--- config.mk ---
export PLATFORM = sky130hd
export DESIGN_NAME = pafk_pipe_ctrl
export DESIGN_NICKNAME = d
export VERILOG_FILES = /design/src/hw/rtl/pafk_pkg.sv /design/src/hw/rtl/pafk_pipe_ctrl.sv
export SDC_FILE = /design/constraint.sdc
export NUM_CORES = 1
export LEC_CHECK = 0
export BUFFER_PORTS_ARGS = -buffer_cell sky130_fd_sc_hd__buf_2
export CORE_MARGIN = 1.5
export CORE_UTILIZATION = 40
export CTS_BUF_LIST = sky130_fd_sc_hd__clkbuf_16
export DETAILED_ROUTE_END_ITERATION = 10
export GPL_TIMING_DRIVEN = 0
export PLACE_DENSITY = 0.73
export SLEW_MARGIN = 40
export SYNTH_ARGS = -nofsm -noshare
export SYNTH_HDL_FRONTEND = slang
export SYNTH_SLANG_ARGS = --single-unit
--- constraint.sdc ---
create_clock -name clk -period 1.4 [get_ports clk]
set_input_delay 0.35 -clock clk [delete_from_list [all_inputs] [get_ports clk]]
set_output_delay 0.35 -clock clk [all_outputs]
set_load 0.05 [all_outputs]
--- src/hw/rtl/pafk_pkg.sv ---
package pafk_pkg;

  localparam int ANGLE_W     = 15;
  localparam int SUM_ANGLE_W = 17;
  localparam int LEN_W       = 16;
  localparam int POS_W       = 19;
  localparam int ORIENT_W    = 17;
  localparam int TRIG_W      = 18;
  localparam int NUM_LINKS   = 3;

  // Angle LSB is 2^-ANGLE_FRAC_BITS radian.
  localparam int ANGLE_FRAC_BITS = 12;

  // round(2^32/pi), round(pi*2^30), round(2^16*64*180/pi)
  localparam logic [31:0] INV_PI_Q32 = 32'd1367130551;
  localparam logic [31:0] PI_Q30     = 32'd3373259426;
  localparam logic [27:0] DEG64_Q16  = 28'd240315917;
  localparam logic [30:0] ONE_Q30    = 31'h4000_0000;

  // Stages inside one sine/cosine lane.
  localparam int SC_STAGES = 18;
  // Input register, sine/cosine lanes, products, sum and round.
  localparam int PIPE_DEPTH = SC_STAGES + 3;

  typedef enum logic [1:0] {
    REG_FIRST_LINK  = 2'd0,
    REG_SECOND_LINK = 2'd1,
    REG_THIRD_LINK  = 2'd2
  } cfg_reg_t;

  typedef struct packed {
    logic [1:0] quad;
    logic       swap;
  } octant_t;

endpackage

--- src/hw/rtl/pafk_pipe_ctrl.sv ---
module pafk_pipe_ctrl #(
  parameter int DEPTH = pafk_pkg::PIPE_DEPTH
) (
  input  logic             clk,
  input  logic             rst,
  input  logic             in_valid,
  input  logic             out_ready,
  output logic [DEPTH-1:0] en,
  output logic [DEPTH-1:0] valid
);

  // A stage loads when it is empty or the stage after it moves on.
  always_comb begin
    en[DEPTH-1] = !valid[DEPTH-1] || out_ready;
    for (int i = DEPTH - 2; i >= 0; i--) begin
      en[i] = !valid[i] || en[i+1];
    end
  end

  always_ff @(posedge clk) begin
    if (rst) begin
      valid <= '0;
    end else begin
      if (en[0]) begin
        valid[0] <= in_valid;
      end
      for (int i = 1; i < DEPTH; i++) begin
        if (en[i]) begin
          valid[i] <= valid[i-1];
        end
      end
    end
  end

endmodule

==> results of run 1 <==
cell families after synthesis:
| group | count (synthesis) | synth area share [%] |
|---|---|---|
| AO/OA/AOI/OAI | 20 | 13.6 |
| buffers and inverters | 20 | 9.96 |
| flip-flops | 21 | 43.5 |
| AND/OR/NAND/NOR | 53 | 33.0 |
per-stage QoR:
step,hold slack [ns],util [%],instance area (µm²)
after floorplan,0.459,-,1080
after global placement,0.457,59.3,1340
after detailed placement,0.469,59.3,1340
after CTS,0.296,77.6,1750
after global routing,0.351,83.4,1880
final,0.308,83.4,1880
cell type report:
cell class                 count  area [µm²]
timing repair buffer          73         639
multi-input combinational     73         547
sequential                    21         474
fill                         127         374
clock buffer                   3        75.1
inverter                      12        53.8
buffer                         5        51.3
tap                           28        35.0
clock inverter                 1        5.00
routing by layer:
metal / part of all wire, % / global-route usage, % / vias up
li1: - / - / 556
met1: 41 / 28.9 / 578
met2: 51 / 43.5 / 41
met3: 4.6 / 3.14 / 12
met4: 3.1 / 10.7 / 0
met5: 0 / 0 / -
power breakdown:
| part | switching, mW | leakage (nW) | internal (mW) |
|---|---|---|---|
| Clock | 0.226 | 0.0409 | 0.384 |
| Sequential | 0.00475 | 0.182 | 0.575 |
| Combinational | 0.0366 | 0.635 | 0.0107 |
| Total | 0.268 | 0.857 | 0.970 |
placed cells by master, fill, tap and decap left out, types with 2 or more instances in the layout:
cell type / n
and4_4: 2
nor2_1: 4
nand3_1: 2
nand3_4: 4
and2_1: 2
and4_1: 3
and3_1: 3
buf_6: 21
and2_4: 2
clkbuf_16: 3
buf_4: 23
buf_12: 2
buf_8: 8
dfxtp_4: 14
a21oi_1: 10
inv_1: 9
nand2_4: 2
buf_2: 22
nand4_1: 11
o31ai_1: 3
dfxtp_1: 6
o21ai_0: 2
nand2_1: 10
repair_timing:
action	CTS	global route
buffers inserted	20	12
hold buffers	0	0
gates resized for setup	59	21
cloned	0	0
setup endpoints to repair	20	24
pin swaps	9	9
worst max-delay path by stage:
stage / cells past startpoint / end
2_1_floorplan: 5 / en[3]
3_3_place_gp: 6 / en[2]
3_5_place_dp: 6 / en[3]
4_1_cts: 5 / en[3]
5_1_grt: 5 / en[7]
6_report: 5 / en[7]
critical path, stage by stage (launching register included):
cell and delay, ns:
dfxtp_4 0.35, and4_1 0.21, buf_6 0.14, and2_4 0.19
nand4_1 0.11, buf_6 0.17
==> out/results.tsv, run 1 <==
metric	value	unit
first-pass GRT wire length	4930	µm
pre-CTS setup slack	-0.447	ns
max reg flops	21	
post-synth top area cell	dfxtp_1	
EDFF count, synth	0	
Post-Route Skew	0.00463	ns
Static Leak	0.857	nW
Power Density	658	nW/µm²
vias	1187	
Horiz. Die Dim	52.2	µm
core footprint	2250	µm²
fraction of layout cells with a size suffix above 1	61.7	%
CP endpoint kind	output port	
share of synthesized registers carrying an async set or reset	0	%
violated checks	negative setup slack	
Min-Delay Endpoint	valid[0]	
Final WS setup	-0.385	ns
CP Launch Type	register	
flops & latches, synth	21	
VDD IR max	0.000542	V
DR DRC count	0	
Synth Area per Inst	8.48	µm²
worst endpoint data arrival time	1.44	ns
initial DRC count	28	
largest net degree at the start of global routing	13	
Power, Total	1.24	mW
worst skew pair latency	0.26	ns
Tcrit/Tclk final	128	%
Crit Path Class	reg -> out	
worst hold start	in_valid	
Hold Path Stages	3	
CTS Root Cell	clkbuf_16	
library cells used by synthesis	29	
GR Util All Layers	24.3	%
RSZ-0062 raised after global routing	yes	
max frequency	560	MHz
worst rel slew slack	66.8	%
DR pass1 iterations	4	
vias in the first global route	1111	
CTS tree	done	
mapped cell area	967	µm²
Seq/Total Area, Yosys	43.5	%
Tmin final	1.79	ns
max_cap viols	0	
dominant cells by area after synthesis	dfxtp_1 (43%), nand4_1 (7.1%), a21oi_1 (5.7%)	
nets@finish	193	
Slew Limit Fails	0	
most frequent cells after synthesis	dfxtp_1 (21), nand2_1 (12), a21oi_1 (11), nand4_1 (11), inv_1 (10)	
# IOs	46	
path depth of the worst reg2reg path	7	
worst setup path start	valid[15]	
die area	2720	µm²
count leader, synth	dfxtp_1	
WL/cell	16.2	µm
Detailed Route WL	3490	µm
Critical R2R Capture	valid[9]	
hpwl dp	1850	µm
Synth Instances	114	
number of CTS-inserted buffers	3	
peak fanout along the critical path	7	
clk buf depth	2	
post-synth top area share	43.5	%
number of diodes	0	
Routed Antenna Nets	0	
Synthesized Nets	118	
r2r setup slk	-0.01	ns
critical path required time	1.05	ns
die height	52.2	µm
status	complete, but fails checks	
Vias/cell	5.50	
largest reg by FF count	valid	
Worst-Margin Slew	0.499	ns
# clock sinks	21	
antenna violations before repair	0	
final std cells w/o fill	216	
setup TNS	-6.19	ns
dpl cells	186	
clock-pin slew on the worst setup and hold paths	0.06	ns
R2R Path Start	valid[20]	
# port buffers	44	
FP Rows	17	
final setup vio count	21	
Hold Crit Class	in -> reg	
Regs by FF count	valid (21)	
Hold Fails Final Rpt	0	
Area growth, synth to finish	94.4	%
Initial Utilization	42.9	%
GP Congestion	0.739	
H-tree depth	1	
Most used DFF post-synth	dfxtp_1	
synth warn	0	
GRT overflow	0	
No activity file was read; power rests on OpenSTA's default activity.
==> run 2: changes to the inputs <==
--- a/config.mk
+++ b/config.mk
@@ -8,7 +8,6 @@
 export BUFFER_PORTS_ARGS = -buffer_cell sky130_fd_sc_hd__buf_2
 export CORE_MARGIN = 1.5
 export CORE_UTILIZATION = 40
-export CTS_BUF_LIST = sky130_fd_sc_hd__clkbuf_16
 export DETAILED_ROUTE_END_ITERATION = 10
 export GPL_TIMING_DRIVEN = 0
 export PLACE_DENSITY = 0.73
==> run 2 against run 1 <==
- the flow still finishes with violations (negative setup slack)
- critical path depth rose by 1
- power fell by 24%
- hold slack got worse by 0.022 ns
- non-clock buffer count did not move
- global-route usage rose by 0.48 points
- sequential power barely moved
- final cell count did not move
- maximum frequency fell by 5.0%
- utilization rose by 0.50 points
- critical endpoint is now en[15]
==> out/results.tsv, run 2 (synthesized netlist as in run 1, its figures left out) <==
metric	value	unit	change
Power Density	495	nW/µm²	-25%
Post-Route Skew	0.0153	ns	+0.0106 ns
Horiz. Die Dim	52.2	µm	unchanged
hold buffers post-CTS	0		unchanged
R2R Path Start	valid[15]		
Final WS setup	-0.479	ns	-0.0941 ns
worst skew pair latency	0.31	ns	+0.05 ns
Area growth, synth to finish	95.6	%	
number of CTS-inserted buffers	3		unchanged
FP Rows	17		unchanged
Vias/cell	5.59		+1.7%
Detailed Route WL	3590	µm	+2.6%
Routed Antenna Nets	0		unchanged
# IOs	46		unchanged
DR pass1 iterations	4		unchanged
Crit Path Class	reg -> out		
final core utilization	83.9	%	+0.50 points
clock power share	32.8	%	-17 points
max_cap viols	0		unchanged
worst hold start	in_valid		
status	complete, but fails checks		
CTS Root Cell	clkbuf_4		
GR Util All Layers	24.8	%	+0.48 points
Tcrit/Tclk final	134	%	+6.7 points
GRT overflow	0		unchanged
# port buffers	44		unchanged
DR DRC count	0		unchanged
Worst-Margin Slew	0.498	ns	-0.000701 ns
first-pass GRT wire length	5020	µm	+1.8%
vias	1207		+1.7%
Static Leak	0.843	nW	-1.6%
sw frac	26.0	%	+4.4 points
vias in the first global route	1111		unchanged
clock-pin slew on the worst setup and hold paths	0.14	ns	+0.08 ns
CTS tree	done		
Gate power share	5.2	%	+1.4 points
worst endpoint data arrival time	1.53	ns	+0.09 ns
Hold Crit Class	in -> reg		
hpwl dp	1850	µm	unchanged
H-tree depth	1		unchanged
pre-CTS setup slack	-0.447	ns	unchanged
antenna violations before repair	0		unchanged
fraction of layout cells with a size suffix above 1	63.8	%	+2.1 points
GP Congestion	0.739		unchanged
Power, Total	0.937	mW	-24%
peak fanout along the critical path	6		-1
commonest non-fill, non-tap cell in the layout	buf_6		
worst rel slew slack	66.8	%	about the same
die area	2720	µm²	unchanged
CP endpoint kind	output port		
# clock sinks	21		unchanged
nets@finish	193		unchanged
clk buf depth	2		unchanged
Tmin final	1.88	ns	+0.0941 ns
largest net degree at the start of global routing	13		unchanged
largest reg by FF count	valid		
Slew Limit Fails	0		unchanged
critical path required time	1.05	ns	about the same
Pint	0.693	mW	-29%
NetSw	0.243	mW	-9.1%
most frequent cells in the layout	buf_6 (23), buf_4 (22), dfxtp_4 (14), buf_2 (12), clkbuf_4 (12)		
Flop pwr share	62.0	%	+15 points
VDD IR max	0.000471	V	-13%
CP Launch Type	register		
RSZ-0062 raised after global routing	yes		
max frequency	532	MHz	-5.0%
Initial Utilization	42.9	%	unchanged
worst setup path start	valid[15]		
max reg flops	21		unchanged
core footprint	2250	µm²	unchanged
violated checks	negative setup slack		
WL/cell	16.6	µm	+2.6%
Hold Fails Final Rpt	0		unchanged
die height	52.2	µm	unchanged
final setup vio count	22		+4.8%
number of diodes	0		unchanged
Regs by FF count	valid (21)		
initial DRC count	26		-7.1%
[run 2: what timing repair did]
action / CTS / global route
pin swaps: 9 / 10
endpoints found under the setup margin: 21 / 33
resized for setup: 63 / 37
setup buffers: 21 / 11
gates cloned: 0 / 0
[run 2: area by class of cell]
cell class	instances	area [µm²]
Tap cell	28	35.0
Multi-Input combinational cell	73	554
Fill cell	127	363
Timing Repair Buffer	73	684
Clock buffer	3	22.5
Clock inverter	1	5.00
Inverter	12	61.3
Buffer	5	51.3
Sequential cell	21	478
[run 2: path summary, 6_finish.rpt]
path	end	slack, ns	cells past startpoint
max reg2reg	valid[9]	-0.06	7
min reg2reg	valid[9]	0.50	2
max	en[15]	-0.48	6
min	valid[0]	0.29	3
[run 2: stage by stage]
stage	TNS (ns)	cell area, µm²	std cells	hold WS (ns)
3_3_place_gp	-4.84	1340	186	0.457
3_5_place_dp	-5.01	1340	186	0.469
2_1_floorplan	-6.69	1080	114	0.459
4_1_cts	-7.48	1720	209	0.232
5_1_grt	-9.07	1890	216	0.302
6_report	-8.00	1890	216	0.285
[run 2: power by group through the flow]
| stage | Sequential, mW | Combinational [mW] | Clock, mW |
|---|---|---|---|
| after global routing | 0.581 | 0.0513 | 0.341 |
| after detailed placement | 0.593 | 0.0450 | 0 |
| after global placement | 0.593 | 0.0444 | 0 |
| after floorplan | 0.608 | 0.0163 | 0 |
| final | 0.580 | 0.0486 | 0.308 |
| after CTS | 0.579 | 0.0461 | 0.299 |
[run 2: worst max-delay path: stages (launching register included)]
cell and delay (ns):
dfxtp_4 0.38, and4_1 0.22, buf_6 0.13, and2_4 0.18
buf_12 0.12, clkinv_8 0.04, buf_12 0.13
[run 2: layer usage]
layer / wire, µm / part of all wire, % / track usage, %
met1: 1420 / 40 / 29.3
met2: 1920 / 53 / 44.3
met3: 210 / 5.9 / 3.43
met4: 40 / 1.1 / 11.1
met5: 0 / 0 / 0
==> run 3: changes to the inputs <==
--- a/config.mk
+++ b/config.mk
@@ -11,6 +11,7 @@
 export DETAILED_ROUTE_END_ITERATION = 10
 export GPL_TIMING_DRIVEN = 0
 export PLACE_DENSITY = 0.73
+export REMOVE_ABC_BUFFERS = 1
 export SLEW_MARGIN = 40
 export SYNTH_ARGS = -nofsm -noshare
 export SYNTH_HDL_FRONTEND = slang
==> run 3 against run 2 <==
- the flow still finishes with violations (negative setup slack)
- clock skew fell by 0.010 ns
- power rose by 3.7%
- largest power group unchanged
- highest routed layer unchanged
- critical path type unchanged
- sequential share of layout area fell by 1.9 points
- final cell count rose by 3.2%
==> out/results.tsv, run 3 (synthesized netlist as in run 1, its figures left out) <==
metric	value	unit	change
status	complete, but fails checks		
violated checks	negative setup slack		
nets@finish	200		+3.6%
CTS Root Cell	clkbuf_4		
number of CTS-inserted buffers	3		unchanged
largest reg by FF count	valid		
Static Leak	0.880	nW	+4.3%
commonest non-fill, non-tap cell in the layout	buf_6		
worst rel slew slack	72.5	%	+5.7 points
# IOs	46		unchanged
CP endpoint kind	output port		
CP Launch Type	register		
Critical R2R Capture	valid[9]		
clock-pin slew on the worst setup and hold paths	0.12	ns	-0.02 ns
DR DRC count	0		unchanged
R2R Path Start	valid[12]		
largest net degree at the start of global routing	19		+6
die area	2720	µm²	unchanged
GRT overflow	0		unchanged
Horiz. Die Dim	52.2	µm	unchanged
RSZ-0062 raised after global routing	yes		
most frequent cells in the layout	buf_6 (28), buf_4 (25), buf_2 (12), dfxtp_2 (12)		
Detailed Route WL	4770	µm	+33%
Initial Utilization	42.9	%	unchanged
Min-Delay Endpoint	valid[0]		
initial DRC count	78		+200%
Final WS setup	-0.546	ns	-0.0661 ns
number of diodes	0		unchanged
worst endpoint data arrival time	1.60	ns	+0.07 ns
H-tree depth	1		unchanged
VDD IR max	0.000492	V	+4.5%
Vias/cell	6.02		+7.8%
max_cap viols	0		unchanged
vias	1343		+11%
max frequency	514	MHz	-3.4%
clk buf depth	2		unchanged
core footprint	2250	µm²	unchanged
CTS tree	done		
Slew Limit Fails	0		unchanged
dpl cells	179		-3.8%
Tmin final	1.95	ns	+0.0661 ns
vias in the first global route	1188		+6.9%
Crit Path Class	reg -> out		
final std cells w/o fill	223		+3.2%
Tcrit/Tclk final	139	%	+4.7 points
DR pass1 iterations	4		unchanged
GR Util All Layers	29.0	%	+4.2 points
# clock sinks	21		unchanged
path depth of the worst reg2reg path	9		+2
hold slack	0.243	ns	-0.0427 ns
Hold Crit Class	in -> reg		
fraction of layout cells with a size suffix above 1	66.2	%	+2.3 points
worst skew pair latency	0.33	ns	+0.02 ns
GP Congestion	0.752		+1.7%
first-pass GRT wire length	5800	µm	+15%
# port buffers	45		+2.3%
die height	52.2	µm	unchanged
Hold Fails Final Rpt	0		unchanged
Power Density	505	nW/µm²	+2.0%
Routed Antenna Nets	0		unchanged
r2r setup slk	-0.42	ns	-0.36 ns
Hold Path Stages	3		unchanged
Area growth, synth to finish	99.0	%	
critical path required time	1.05	ns	about the same
Regs by FF count	valid (21)		
WL/cell	21.4	µm	+29%
final setup vio count	27		+23%
Power, Total	0.971	mW	+3.7%
hpwl dp	1580	µm	-15%
FP Rows	17		unchanged
final core utilization	85.3	%	+1.4 points
peak fanout along the critical path	7		+1
Post-Route Skew	0.00513	ns	-0.0101 ns
Worst-Margin Slew	0.412	ns	-0.0860 ns
max reg flops	21		unchanged
antenna violations before repair	0		unchanged
worst hold start	in_valid		
run 3: changes by cell type in the layout (fill, tap and decap cells not counted), moves of 3 or more:
cell     delta
buf_4       +3
dfxtp_2     +8
dfxtp_4    -10
buf_8       +3
buf_6       +5
run 3: stage by stage:
stage	cell area [µm²]	setup TNS, ns	setup slack [ns]
global placement	1180	-8.16	-0.549
detailed placement	1180	-8.29	-0.530
floorplan	918	-19.06	-0.868
finish	1920	-9.33	-0.546
global route	1920	-10.31	-0.556
CTS	1750	-6.61	-0.404
run 3: metal layers:
layer  share of wire [%]  vias to the layer above  track usage (%)
met5                   0                        -                0
met4                 5.2                        0             12.0
met3                 8.7                       25             5.43
met2                  48                       99             50.6
met1                  39                      650             34.8
li1                    -                      569                -
run 3: layout make-up:
type	instances	area, µm²
Inverter	12	50.0
Tap cell	28	35.0
Multi-Input combinational cell	73	554
Fill cell	106	330
Timing Repair Buffer	85	808
Clock buffer	4	26.3
Sequential cell	21	450
run 3: critical path, cell delays in order, from the launching register on:
cell and delay [ns]:
dfxtp_2 0.39, and4_4 0.23, buf_4 0.20, nand4_1 0.22, buf_6 0.23
run 3: worst max path at each step:
stage | start | endpoint | depth (start not counted)
after CTS | valid[14] | en[1] | 4
after floorplan | valid[14] | en[0] | 3
after global routing | valid[12] | en[9] | 4
after detailed placement | out_ready | en[7] | 5
final | valid[12] | en[9] | 4
after global placement | out_ready | en[7] | 5
run 3: timing repair:
action | 4_1_cts | 5_1_grt
hold buffers | 0 | 0
pin swaps | 11 | 10
hold endpoints to repair | 0 | 0
resized for setup | 97 | 48
setup buffers | 34 | 10
endpoints found under the setup margin | 23 | 35
run 3: report_power, final:
part,switching (mW),internal (mW),total (mW)
clock,0.215,0.112,0.327
combinational,0.0355,0.0104,0.0459
sequential,0.00452,0.594,0.598
